## src/rtl/tmcg_flash.sv

```systemverilog
// Frame counter and flash phase, advanced by frame tick items.
// Depends on nothing outside this file.
`default_nettype none

module tmcg_flash (
    input  wire logic        i_clk,
    input  wire logic        i_rst_n,
    input  wire logic        i_tick,
    input  wire logic [7:0]  i_period,
    output logic             o_phase,
    output logic             o_phase_next
);

    logic [7:0] r_count, n_count;
    logic       r_phase, n_phase;
    logic [8:0] w_inc;

    always_comb begin
        w_inc   = {1'b0, r_count} + 9'd1;
        n_count = r_count;
        n_phase = r_phase;
        if (i_tick) begin
            // The compare is done one bit wider so a lowered period still wraps.
            if (w_inc >= {1'b0, i_period}) begin
                n_count = '0;
                n_phase = ~r_phase;
            end else begin
                n_count = w_inc[7:0];
            end
        end
    end

    always_ff @(posedge i_clk) begin
        if (!i_rst_n) begin
            r_count <= '0;
            r_phase <= 1'b0;
        end else begin
            r_count <= n_count;
            r_phase <= n_phase;
        end
    end

    assign o_phase      = r_phase;
    assign o_phase_next = n_phase;

endmodule

`default_nettype wire

```

## config.mk

```make
export PLATFORM = sky130hd
export DESIGN_NAME = tmcg_flash
export DESIGN_NICKNAME = d
export VERILOG_FILES = /design/src/rtl/tmcg_flash.sv
export SDC_FILE = /design/constraint.sdc
export NUM_CORES = 1
export LEC_CHECK = 0
export BUFFER_PORTS_ARGS = -buffer_cell sky130_fd_sc_hd__buf_2
export CAP_MARGIN = 10
export CORE_MARGIN = 8
export CORE_UTILIZATION = 45
export CTS_CLUSTER_DIAMETER = 50
export CTS_CLUSTER_SIZE = 12
export DETAILED_ROUTE_END_ITERATION = 10
export PLACE_DENSITY = 0.77
export SYNTH_ARGS = -nofsm -noshare
export SYNTH_HDL_FRONTEND = slang
export SYNTH_SLANG_ARGS = --single-unit
```

## constraint.sdc

```tcl
create_clock -name i_clk -period 4.3 [get_ports i_clk]
set_input_delay 0.86 -clock i_clk [delete_from_list [all_inputs] [get_ports i_clk]]
set_output_delay 0.86 -clock i_clk [all_outputs]
set_load 0.02 [all_outputs]
```

==> impl_metrics.env <==
export IMPL_status="finished clean"
export IMPL_yosys_warnings=0
export IMPL_skew_ns=0.00656
export IMPL_nets=122
export IMPL_synth_distinct_cells=33
export IMPL_met2_length_um=742
export IMPL_irDropWorstVdd_mv=0.156
export IMPL_grtUsageTotal_pct=10.6
export IMPL_diodes=0
export IMPL_cts_sinks=9
export IMPL_wl_met3_um=63
export IMPL_min_from="r_count[1]$_SDFFE_PN0P_"
export IMPL_grt_overflow=0
export IMPL_maxSlewViolCount=0
export IMPL_worst_pin_slew_ns=0.304
export IMPL_p_total_uw=184
export IMPL_maxCapViolations=0
export IMPL_post_dp_hpwl_mm=1.21
export IMPL_post_route_min_period_ns=3.87
export IMPL_ys_ff_latch=9
export IMPL_p_leak_nw=0.404
export IMPL_top_layer_used="met4"
export IMPL_netlist_instances=89
export IMPL_r2r_start="r_count[0]$_SDFFE_PN0P_"
export IMPL_die_w_um=57.4
export IMPL_core_area_mm2=0.00167
export IMPL_initial_core_util_pct=46.1
export IMPL_synth_compound_area_share_pct=20.7
export IMPL_io_buffer_count=12
export IMPL_synth_adder_area_share_pct=14.6
export IMPL_synth_ff_type="dfxtp_1"
export IMPL_cp_end_kind="primary output"
export IMPL_synth_nets=109
export IMPL_hp_class="register to register"
export IMPL_clk_latency_ns=0.26
export IMPL_worst_setup_path_start_kind="register"
export IMPL_grt_pass1_wl_mm=2.77
export IMPL_fin_setup_tns_ns=0
export IMPL_worstPathArrival_ns=3.01
export IMPL_die_area_mm2=0.00329
export IMPL_worst_path_max_fanout=7
export IMPL_detail_route_drc_violations=0
export IMPL_synth_top_cell_by_area="dfxtp_1"
export IMPL_mostFrequentLayoutCells="nand3_1 (12), buf_2 (12), ha_1 (9), dfxtp_1 (9), inv_1 (8)"
export IMPL_met1_length_um=678
export IMPL_grt_max_degree=18
export IMPL_avgSynthCellArea_um2=8.65
export IMPL_critPathKind="register to primary output"
export IMPL_synth_xor_area_share_pct=7.97
export IMPL_critical_path_startpoint="r_count[0]$_SDFFE_PN0P_"
export IMPL_synth_top_area_share_pct=23.4
export IMPL_ys_async_sr_fraction_pct=0
export IMPL_synthTopCellsByArea="dfxtp_1 (23%), ha_1 (15%), o21ai_2 (8.0%)"
export IMPL_finalSetupViolations=0
export IMPL_pwr_density_cell_mw_per_mm2=216
export IMPL_cts_resized_gates=0
export IMPL_synth_edff_count=0
export IMPL_final_hold_viol_count=0
export IMPL_die_y_um=57.4
export IMPL_slew_headroom_pct=79.6
export IMPL_antenna_found_initial=0
export IMPL_place_congestion=0.762
export IMPL_wirelength_mm=1.53
export IMPL_synth_simple_area_share_pct=25.0
export IMPL_postRouteAntennaNets=0
export IMPL_area_growth_synth_to_final_pct=10.9
export IMPL_fin_crit_sh_pct=89.9
export IMPL_wl_per_cell_um=12.9
export IMPL_vias=677
export IMPL_synth_top_family_by_area="simple AND/OR/NAND/NOR gates"
export IMPL_h_tree_depth=1
export IMPL_firstDrtPassIters=4
export IMPL_rows=15
export IMPL_io_pins=13
export IMPL_drive_gt1_share_pct=26.7
export IMPL_netlist_area_um2=769
export IMPL_cts_tree="yes"
export IMPL_drtIter0Drc=16
export IMPL_rsz0062_at_grt="no"
export IMPL_synth_seq_area_share_pct=23.4
export IMPL_clk_pin_slew_ns=0.07
export IMPL_clockBufferDepth=2
export IMPL_root_buffer="clkbuf_4"
export IMPL_worstPathRequired_ns=3.44
export IMPL_via_per_inst=5.74
export IMPL_synth_area_mux_share_pct=1.30
export IMPL_grt_pass1_vias=634
export IMPL_hold_buffers=0
export IMPL_fmax_mhz=259
export IMPL_post_cts_buffers=0
export IMPL_cts_buffers=3
## cells in the mapped netlist, drive strengths merged, types with 2 or more instances
| library cell | count |
|---|---|
| ha | 9 |
| o211ai | 2 |
| nand4 | 2 |
| nor2 | 2 |
| nand3b | 2 |
| o21ai | 8 |
| nand3 | 14 |
| clkbuf | 2 |
| inv | 8 |
| buf | 2 |
| nor3 | 2 |
| xor2 | 2 |
| nand2 | 3 |
| a21o | 3 |
| xnor2 | 5 |
| dfxtp | 9 |
## power by group
| group | leakage (nW) | switching (mW) | internal (mW) |
|---|---|---|---|
| Combinational | 0.317 | 0.0164 | 0.0129 |
| Sequential | 0.0729 | 0.00274 | 0.0854 |
| Clock | 0.0150 | 0.0309 | 0.0358 |
## path summary, 6_finish.rpt
check,endpoint,slack (ns),depth (start not counted)
setup / recovery,o_phase_next,0.43,11
hold / removal,r_count[1]$_SDFFE_PN0P_,0.53,2
setup reg to reg,o_phase$_SDFF_PN0_,1.49,10
hold reg to reg,r_count[1]$_SDFFE_PN0P_,0.53,2
## metrics by stage
| stage | cell area, µm² | worst slack (ns) | cells | utilization (%) | hold slack (ns) |
|---|---|---|---|---|---|
| global placement | 827 | 0.791 | 114 | 49.5 | 0.502 |
| finish | 853 | 0.433 | 118 | 51.1 | 0.534 |
| floorplan | 769 | 1.09 | 89 | - | 0.491 |
| detailed placement | 827 | 0.755 | 114 | 49.5 | 0.519 |
| global route | 853 | 0.240 | 118 | 51.1 | 0.566 |
| CTS | 853 | 0.440 | 118 | 51.1 | 0.530 |
## worst max-delay path, stage by stage (launching register included)
cell and delay, ns:
dfxtp_1 0.42, ha_1 0.28, nand3_2 0.20, nor2_1 0.17, xor2_1 0.23, ha_1 0.28, a21o_1 0.17, a221oi_2 0.33
o21ai_2 0.16, o21ai_1 0.18, xnor2_1 0.13, buf_2 0.18
## cells by family (layout without fill, tap and decap cells)
kind of cell / after synthesis / in the layout
adders and majority gates: 9 / 9
muxes: 1 / 1
AOI/OAI and AO/OA: 19 / 19
buffers and inverters: 12 / 24
xor gates and xnor gates: 7 / 7
and+or+nand+nor: 32 / 32
DFF: 9 / 9
## sequential cells by signal (all words and copies together) (netlist names)
signal   flops
o_phase      1
r_count      8
## area by class of cell
| class | count | area (µm²) |
|---|---|---|
| repair buffers | 12 | 60.1 |
| multi-input cells | 68 | 536 |
| inverters | 8 | 30.0 |
| fillers | 157 | 817 |
| flip-flops and latches | 9 | 180 |
| clock buffers | 4 | 26.3 |
| well taps | 17 | 21.3 |
## per-layer routing
layer | vias up | track usage [%]
met5 | - | 0
met4 | 0 | 7.50
met3 | 4 | 2.69
met2 | 15 | 17.5
met1 | 310 | 11.5
li1 | 348 | -
No activity file was read; power rests on OpenSTA's default activity.
