### src/rtl/tmcg_pkg.sv
// Shared types and constants for the text mode character generator.
// No dependencies; tmcg_fetch and the top level take names from here by scope.
`default_nettype none

package tmcg_pkg;

    // Item kinds, carried on the input tuser.
    typedef enum logic [1:0] {
        CMD_LOAD   = 2'd0,
        CMD_TICK   = 2'd1,
        CMD_FETCH  = 2'd2,
        CMD_RENDER = 2'd3
    } t_cmd;

    // Configuration register indexes.
    localparam logic [2:0] CFG_COL80      = 3'd0;
    localparam logic [2:0] CFG_PAGE2      = 3'd1;
    localparam logic [2:0] CFG_AUX_READ   = 3'd2;
    localparam logic [2:0] CFG_GLYPHS     = 3'd3;
    localparam logic [2:0] CFG_FLASH_PER  = 3'd4;

    localparam int unsigned GLYPH_BYTES_DEF = 1024;
    localparam int unsigned CELL_LINES      = 8;
    localparam logic [7:0]  FLASH_PER_RST   = 8'd16;

    localparam logic [11:0] PAGE1_BASE = 12'h400;
    localparam logic [11:0] PAGE2_BASE = 12'h800;
    localparam logic [11:0] LINE_STEP  = 12'h080;
    localparam logic [11:0] BLOCK_STEP = 12'h028;

    localparam logic [7:0] TOP_MASK    = 8'hC0;
    localparam logic [7:0] TOP_FLASH   = 8'h40;
    localparam logic [7:0] IDX6_MASK   = 8'h3F;
    localparam logic [7:0] IDX7_MASK   = 8'h7F;
    localparam logic [6:0] SOLID_PIX   = 7'h7F;

    typedef struct packed {
        logic       wide_text;
        logic       page2_select;
        logic       aux_bank_read;
        logic       glyphs_loaded;
        logic [7:0] flash_period;
    } t_cfg;

    // Item in flight between the memory read and the output register.
    typedef struct packed {
        t_cmd        cmd;
        logic [11:0] mem_address;
        logic        aux_bank;
        logic        invert;
        logic        solid_fill;
        logic        flash_phase;
    } t_stage;

endpackage

`default_nettype wire

### src/rtl/tmcg_fetch.sv
// Text screen address and bank for a row and column, 40 or 80 columns.
// Depends on tmcg_pkg for constants and the configuration record.
`default_nettype none

module tmcg_fetch (
    input  wire tmcg_pkg::t_cfg i_cfg,
    input  wire logic [4:0]     i_row,
    input  wire logic [6:0]     i_col,
    output logic      [11:0]    o_addr,
    output logic                o_bank
);

    logic [11:0] w_base;
    logic [11:0] w_row_off;
    logic [11:0] w_col_part;

    always_comb begin
        // Rows interleave in groups of eight: line within group, then group.
        w_row_off = (12'(i_row[2:0]) * tmcg_pkg::LINE_STEP)
                  + (12'(i_row[4:3]) * tmcg_pkg::BLOCK_STEP);
        if (i_cfg.wide_text) begin
            w_base     = tmcg_pkg::PAGE1_BASE;
            w_col_part = 12'(i_col[6:1]);
            o_bank     = ~i_col[0];
        end else begin
            w_base     = i_cfg.page2_select ? tmcg_pkg::PAGE2_BASE : tmcg_pkg::PAGE1_BASE;
            w_col_part = 12'(i_col);
            o_bank     = i_cfg.aux_bank_read;
        end
        o_addr = w_base + w_row_off + w_col_part;
    end

endmodule

`default_nettype wire

### config.mk
export PLATFORM = sky130hd
export DESIGN_NAME = tmcg_fetch
export DESIGN_NICKNAME = d
export VERILOG_FILES = /design/src/rtl/tmcg_pkg.sv /design/src/rtl/tmcg_fetch.sv
export SDC_FILE = /design/constraint.sdc
export NUM_CORES = 1
export LEC_CHECK = 0
export ABC_AREA = 1
export BUFFER_PORTS_ARGS = -buffer_cell sky130_fd_sc_hd__buf_2
export CAP_MARGIN = 20
export CORE_AREA = 3 3 40 42
export DETAILED_ROUTE_END_ITERATION = 12
export DIE_AREA = 0 0 43 45
export GPL_TIMING_DRIVEN = 0
export PLACE_DENSITY_LB_ADDON = 0.12
export SLEW_MARGIN = 40
export SYNTH_ARGS = -nofsm -noshare
export SYNTH_HDL_FRONTEND = slang
export SYNTH_SLANG_ARGS = --single-unit
export TNS_END_PERCENT = 30
### constraint.sdc
create_clock -name vclk -period 1.9
set_input_delay 0.095 -clock vclk [all_inputs]
set_output_delay 0.095 -clock vclk [all_outputs]
set_load 0.005 [all_outputs]
==> impl_metrics.py, run 1 <==
metrics = {
    "timing": {
        "hold-worst-slack_ns": 0.454,
        "min_period_ns": 1.67,
        "clock.fmax_ghz": 0.600,
        "worst_pin_slew_ns": 0.258,
        "finalHoldViolCount": 0,
        "fin_crit_sh_pct": 87.7,
        "finalSetupTns_ns": 0,
        "slew_headroom_pct": 82.7,
        "slew_violations": 0,
        "setup_violations": 0,
        "rsz0062_at_grt": "no",
    },
    "placed_design": {
        "port-buffer-count": 27,
        "post-dp-hpwl_um": 809,
        "finalWeightedCongestion": 0.650,
        "placed_area_um2": 510,
    },
    "critical_path": {
        "crit_fanout": 9,
        "required_ns": 1.80,
        "cp-start-kind": "input port",
        "critPathArrivalTime_ns": 1.57,
        "startpoint": "i_cfg[11]",
        "criticalPathCategory": "in -> out",
        "cp-end-kind": "primary output",
    },
    "global_routing": {
        "grt-ovfl-total": 0,
        "grtUsageTotal_pct": 9.13,
        "grt_pass1_wl_um": 1490,
        "grt_max_degree": 10,
        "first_global_vias": 403,
        "antenna_found_initial": 0,
    },
    "drt": {
        "drc_errors": 0,
        "wl_um": 867,
        "drt_iter0_drc": 0,
        "vias": 471,
        "vias_per_cell": 4.36,
        "routedWlPerCell_um": 8.03,
        "firstDrtPassIters": 1,
        "ant_nets": 0,
    },
    "run_status": {
        "outcome": "finished clean",
    },
    "synth": {
        "synthCells": 66,
        "syn_avg_cell_area_um2": 5.40,
        "synth_cell_types": 20,
        "syn_area_um2": 357,
        "yosys_warnings": 0,
        "syn_nets": 95,
        "ys_seq_area_share_pct": 0,
    },
    "clocking": {
        "hold_buffers": 0,
        "post_cts_buffers": 0,
        "ctsResizeCount": 0,
    },
    "cells_and_area": {
        "regArea_um2": 0,
        "stdcell_area_um2": 510,
        "nFlopsAndLatches": 0,
        "mostFrequentLayoutCells": "32 x nand2_1, 28 x buf_2, 5 x inv_1, 4 x nand3_1, 4 x ha_1",
        "mostFrequentLayoutCell": "nand2_1",
        "clock_buffers": 0,
        "diodes": 0,
        "final_layout_size_suffix_gt1_share_pct": 37.6,
        "fin_util_pct": 39.7,
        "area_growth_pct": 43.2,
        "finalNetCount": 124,
    },
    "power": {
        "leakage_uw": 0.000331,
        "switching_share_pct": 51.7,
        "pwr-share-clk_pct": 0,
        "p_comb_share_pct": 100.0,
        "p_per_area_mw_per_mm2": 276,
        "finalPower_uw": 141,
        "power.switching_uw": 72.8,
        "power_frac_seq_pct": 0,
        "peakVddDrop_v": 0.000109,
        "p_int_uw": 67.9,
    },
    "floorplanning": {
        "ios": 37,
        "rows": 13,
        "die_w_um": 43,
        "core_mm2": 0.00128,
        "dieHeight_um": 45,
        "die_area_mm2": 0.00194,
        "initial_core_util_pct": 27.8,
    },
    "min_path": {
        "min_path_cells": 3,
        "min_from": "i_col[0]",
        "min_path_type": "in -> out",
    },
    "flow_run": {
        "maxCapViolCount": 0,
    },
}
[final timing paths]
kind   endpoint
max   o_addr[7]
min      o_bank
[power groups by stage]
stage / Clock (uW) / Sequential, uW / Combinational (uW)
6_report: 0 / 0 / 141
4_1_cts: 0 / 0 / 144
3_5_place_dp: 0 / 0 / 144
2_1_floorplan: 0 / 0 / 83.9
3_3_place_gp: 0 / 0 / 142
5_1_grt: 0 / 0 / 163
[cell usage after synthesis (all sizes together)]
cell type | instances | area [um2]
nand2 | 34 | 138
inv | 7 | 26.3
nand3 | 5 | 30.0
ha | 4 | 50.1
o21ai | 4 | 20.0
nor2 | 3 | 13.8
xor2 | 2 | 17.5
a21oi | 1 | 5.00
buf | 1 | 5.00
fa | 1 | 20.0
nand3b | 1 | 7.51
nand4 | 1 | 6.26
or2 | 1 | 8.76
xnor2 | 1 | 8.76
[per-layer routing]
layer	GRT usage (%)	share of wire, %	routed length [um]	vias up
met5	0	0	0	-
met4	0	0	0	0
met3	0.797	7.5	65	0
li1	-	-	-	263
met1	11.5	43	377	193
met2	18.0	49	424	15
[worst max-delay path: stages]
cell and delay [ns]:
buf_2 0.15, inv_2 0.10, nand2_1 0.06, nand2_1 0.05, ha_1 0.20, fa_1 0.41, nand3_1 0.10, nand2_1 0.12
xor2_1 0.16, buf_2 0.13
[kinds of logic after synthesis]
kind of cell / share of synthesized area (%)
buffers and inverters: 8.77
XOR/XNOR: 7.37
adder cells (fa/ha/maj): 19.6
AND/OR/NAND/NOR: 57.2
AO/OA/AOI/OAI: 7.01
[cell type report]
type,count,area (um2)
multi-input cells,58,325
fillers,159,774
repair buffers,27,135
plain buffers,1,5.00
well taps,15,18.8
inverters,7,26.3
[through the flow]
stage	setup WS, ns	instances
2_1_floorplan	0.459	66
3_3_place_gp	0.224	108
3_5_place_dp	0.215	108
4_1_cts	0.214	108
5_1_grt	0.0844	108
6_report	0.234	108
Note: power is estimated with default switching activity, not from simulation.
==> run 2, diff against run 1 <==
==> constraint.sdc (replaced) <==
create_clock -name vclk -period 1.55
set_input_delay 0.0775 -clock vclk [all_inputs]
set_output_delay 0.0775 -clock vclk [all_outputs]
set_load 0.005 [all_outputs]
==> run 2 against run 1 <==
Final cell count is the same; power increased by 28%; non-clock buffer count unchanged; via count up 0.42%; die area is the same; flip-flop and latch count did not move; critical path type unchanged; largest cell class unchanged; highest routed layer unchanged.
==> impl_metrics.py, run 2 (synthesis gave the netlist of run 1 again) <==
metrics = {
    "floorplanning": {
        "initial_core_util_pct": 27.8,
        "die_area_mm2": 0.00194,
        "ios": 37,
        "dieHeight_um": 45,
        "core_mm2": 0.00128,
        "rows": 13,
        "die_w_um": 43,
    },
    "cells_and_area": {
        "clock_buffers": 0,
        "mostFrequentLayoutCell": "nand2_1",
        "final_layout_size_suffix_gt1_share_pct": 41.9,
        "mostFrequentLayoutCells": "31 x nand2_1, 27 x buf_2, 5 x inv_1",
        "regArea_um2": 0,
        "diodes": 0,
        "area_growth_pct": 49.1,
        "stdcell_area_um2": 532,
        "finalNetCount": 124,
        "multi_input_area_um2": 338,
        "fillers": 158,
        "nFlopsAndLatches": 0,
    },
    "placed_design": {
        "placed_area_um2": 510,
        "port-buffer-count": 27,
        "finalWeightedCongestion": 0.650,
        "post-dp-hpwl_um": 809,
    },
    "critical_path": {
        "critPathArrivalTime_ns": 1.37,
        "cp-end-kind": "primary output",
        "crit_fanout": 9,
        "cp-start-kind": "input port",
        "required_ns": 1.47,
        "criticalPathCategory": "in -> out",
    },
    "global_routing": {
        "grtUsageTotal_pct": 9.22,
        "grt_pass1_wl_um": 1500,
        "grt-ovfl-total": 0,
        "first_global_vias": 405,
        "grt_max_degree": 10,
        "antenna_found_initial": 0,
    },
    "power": {
        "p_per_area_mw_per_mm2": 338,
        "peakVddDrop_v": 0.000138,
        "leakage_uw": 0.000331,
    },
    "drt": {
        "highest_layer": "met3",
        "wl_um": 878,
        "vias": 473,
        "drc_errors": 0,
        "wl_met3_um": 54,
        "ant_nets": 0,
        "firstDrtPassIters": 2,
        "drt_iter0_drc": 1,
        "routedWlPerCell_um": 8.13,
        "route.met2.wl_um": 442,
        "vias_per_cell": 4.38,
        "wl_met1_um": 380,
    },
    "timing": {
        "fin_crit_sh_pct": 93.7,
        "finalHoldViolCount": 0,
        "slew_violations": 0,
        "clock.fmax_ghz": 0.689,
        "min_period_ns": 1.45,
        "finalSetupTns_ns": 0,
        "worst_pin_slew_ns": 0.267,
        "setup_violations": 0,
        "slew_headroom_pct": 82.1,
    },
    "clocking": {
        "hold_buffers": 0,
        "post_cts_buffers": 0,
    },
    "min_path": {
        "min_path_type": "in -> out",
    },
    "flow_run": {
        "maxCapViolCount": 0,
    },
    "run_status": {
        "outcome": "finished clean",
    },
}
## run 2: cell count changes in the layout (fill, tap and decap cells not counted)
cell,before,now
buf_2,28,27
buf_6,0,1
fa_1,1,0
fa_2,0,1
ha_1,4,3
ha_2,0,1
inv_2,2,1
inv_4,0,1
nand2_1,32,31
nand2_2,1,2
nand3_1,4,3
nand3_2,1,2
## run 2: cell type report
cell class                 count  area share (%)
tap                           15            3.53
timing repair buffer          27            25.4
inverter                       7            5.41
multi-input combinational     58            63.5
buffer                         1            2.12
## run 2: worst paths after layout
| path | startpoint | endpoint | depth (start not counted) |
|---|---|---|---|
| min | i_col[0] | o_bank | 3 |
| max | i_cfg[11] | o_addr[7] | 10 |
## run 2: power breakdown
group	internal (uW)	switching [uW]	total [uW]	leakage [uW]
combinational	87.7	91.8	180	0.000331
clock	0	0	0	0
sequential	0	0	0	0
total	87.7	91.8	180	0.000331
## run 2: worst max-delay path, cell delays in order
cell	delay, ns
buf_6	0.10
inv_4	0.05
nand2_1	0.06
nand2_1	0.05
ha_2	0.19
fa_2	0.41
nand3_2	0.09
nand2_2	0.08
xor2_1	0.14
buf_2	0.12
## run 2: per-stage QoR
stage | setup slack [ns] | util [%] | cells | power [uW] | hold WS, ns
after floorplan | 0.144 | - | 66 | 103 | 0.210
after global placement | -0.0907 | 39.7 | 108 | 174 | 0.415
after detailed placement | -0.0996 | 39.7 | 108 | 176 | 0.421
after CTS | 0.0434 | 40.3 | 108 | 180 | 0.421
after global routing | -0.000243 | 41.4 | 108 | 207 | 0.453
final | 0.0976 | 41.4 | 108 | 180 | 0.415
## run 2: layer usage
metal / vias to the layer above / GRT usage, %
li1: 262 / -
met1: 196 / 11.7
met2: 15 / 18.0
met3: 0 / 0.797
met4: 0 / 0
met5: - / 0
## run 2: what timing repair did
item | in CTS | in global routing
endpoints found under the setup margin | 3 | 5
cloned | 0 | 0
resized for setup | 3 | 4
pin swaps | 0 | 1
==> run 3, diff against run 2 <==
==> constraint.sdc (replaced) <==
create_clock -name vclk -period 1.55
set_input_delay 0.0775 -clock vclk [all_inputs]
set_output_delay 0.0775 -clock vclk [all_outputs]
set_load 0.1 [all_outputs]
==> run 3 against run 2 <==
The run now ends with setup timing left; die area did not move; non-clock buffer count rose by 4; via count rose by 4.7%; utilization rose by 20 points; cell area rose by 49%; global-route usage rose by 4.2 points; critical path type unchanged; worst setup slack got worse by 0.12 ns; fmax fell by 7.4%; sequential share of layout area did not move; count of clock-buffer cells in the layout did not move; combinational power rose to 3.6 times the previous value; critical path depth rose by 1.
==> impl_metrics.py, run 3 (synthesis gave the netlist of run 1 again) <==
metrics = {
    "critical_path": {
        "cp-end-kind": "primary output",
        "crit_fanout": 8,
        "criticalPathCategory": "in -> out",
        "cp-start-kind": "input port",
        "critPathArrivalTime_ns": 1.49,
        "required_ns": 1.47,
    },
    "power": {
        "power.switching_uw": 451,
        "p_per_area_mw_per_mm2": 817,
        "leakage_uw": 0.000423,
        "p_comb_share_pct": 100.0,
        "power_frac_seq_pct": 0,
        "switching_share_pct": 69.6,
        "pwr-share-clk_pct": 0,
        "p_int_uw": 197,
        "peakVddDrop_v": 0.000375,
        "finalPower_uw": 647,
    },
    "run_status": {
        "outcome": "finished with violations",
        "violations": "setup timing",
    },
    "cells_and_area": {
        "mostFrequentLayoutCell": "nand2_1",
        "clock_buffers": 0,
        "mostFrequentLayoutCells": "23 x nand2_1, 20 x buf_2, 7 x buf_12, 6 x nand2_2",
        "stdcell_area_um2": 792,
        "area_growth_pct": 122,
        "final_layout_size_suffix_gt1_share_pct": 58.8,
        "nFlopsAndLatches": 0,
        "finalNetCount": 128,
        "fin_cells": 112,
        "diodes": 0,
        "regArea_um2": 0,
    },
    "min_path": {
        "min_from": "i_row[2]",
        "holdPathEnd": "o_addr[9]",
        "min_path_type": "in -> out",
        "min_path_cells": 4,
    },
    "floorplanning": {
        "initial_core_util_pct": 27.8,
        "die_area_mm2": 0.00194,
        "ios": 37,
        "dieHeight_um": 45,
        "rows": 13,
        "core_mm2": 0.00128,
        "die_w_um": 43,
    },
    "global_routing": {
        "grt-ovfl-total": 0,
        "grt_pass1_wl_um": 2100,
        "antenna_found_initial": 0,
        "first_global_vias": 492,
        "grt_max_degree": 9,
        "grtUsageTotal_pct": 13.4,
    },
    "drt": {
        "routedWlPerCell_um": 10.3,
        "wl_met1_um": 451,
        "vias": 495,
        "firstDrtPassIters": 2,
        "drt_iter0_drc": 2,
        "highest_layer": "met3",
        "ant_nets": 0,
        "vias_per_cell": 4.42,
        "wl_um": 1150,
        "route.met2.wl_um": 648,
        "wl_met3_um": 47,
        "drc_errors": 0,
    },
    "flow_run": {
        "maxCapViolCount": 0,
    },
    "clocking": {
        "hold_buffers": 0,
    },
    "timing": {
        "setup_ws_ns": -0.0182,
        "finalHoldViolCount": 0,
        "slew_violations": 0,
        "fin_crit_sh_pct": 101,
        "clock.fmax_ghz": 0.638,
        "slew_headroom_pct": 67.8,
        "finalSetupTns_ns": -0.0182,
        "worst_pin_slew_ns": 0.486,
        "min_period_ns": 1.57,
        "rsz0062_at_grt": "yes",
        "setup_violations": 1,
    },
    "placed_design": {
        "post-place-ws_ns": -0.292,
        "placed_area_um2": 638,
        "finalWeightedCongestion": 0.661,
        "port-buffer-count": 27,
        "post-dp-hpwl_um": 883,
        "place_inst": 108,
    },
}
[run 3: cell count changes in the layout (fill, tap and decap cells not counted), sizes merged]
cell,change
buf,+3
clkbuf,+1
[run 3: how the worst max path moves through the flow]
stage / from / end / slack (ns) / cells after the start
global placement: i_cfg[11] / o_addr[7] / -0.27 / 10
global route: i_cfg[11] / o_addr[9] / -0.11 / 12
detailed placement: i_cfg[11] / o_addr[7] / -0.29 / 10
finish: i_cfg[11] / o_addr[9] / -0.02 / 11
CTS: i_cfg[11] / o_addr[9] / -0.01 / 12
floorplan: i_cfg[11] / o_addr[7] / -0.23 / 9
[run 3: worst max-delay path: stages]
cell and delay, ns:
buf_12 0.12, nand2_4 0.06, nand2_2 0.07, ha_4 0.16
fa_2 0.39, nand3_2 0.12, nand2_4 0.09, nand2_1 0.09
nand2_1 0.06, nand2_2 0.07, buf_12 0.17
[run 3: layout make-up]
class / count / area [um2]
multi-input combinational: 58 / 462
timing repair buffer: 31 / 258
fill: 121 / 493
buffer: 1 / 20.0
inverter: 7 / 33.8
tap: 15 / 18.8
[run 3: through the flow]
| stage | hold slack (ns) | utilization (%) |
|---|---|---|
| 4_1_cts | 0.571 | 59.5 |
| 3_3_place_gp | 0.577 | 49.7 |
| 2_1_floorplan | 0.351 | - |
| 6_report | 0.568 | 61.6 |
| 5_1_grt | 0.599 | 61.6 |
| 3_5_place_dp | 0.586 | 49.7 |
[run 3: power groups by stage]
stage,registers [uW],clock network [uW],logic [uW]
after global routing,0,0,679
after global placement,0,0,547
final,0,0,647
after detailed placement,0,0,551
after floorplan,0,0,483
after CTS,0,0,623
[run 3: timing repair]
item                       4_1_cts  5_1_grt
pin swaps                        9        1
gates cloned                     0        0
setup endpoints to repair        8        7
gates resized for setup         27        5
buffers inserted                 3        1
[run 3: metal layers]
layer,track usage (%),up-vias
li1,-,271
met1,16.1,209
met2,28.1,15
met3,0,0
met4,0,0
met5,0,-
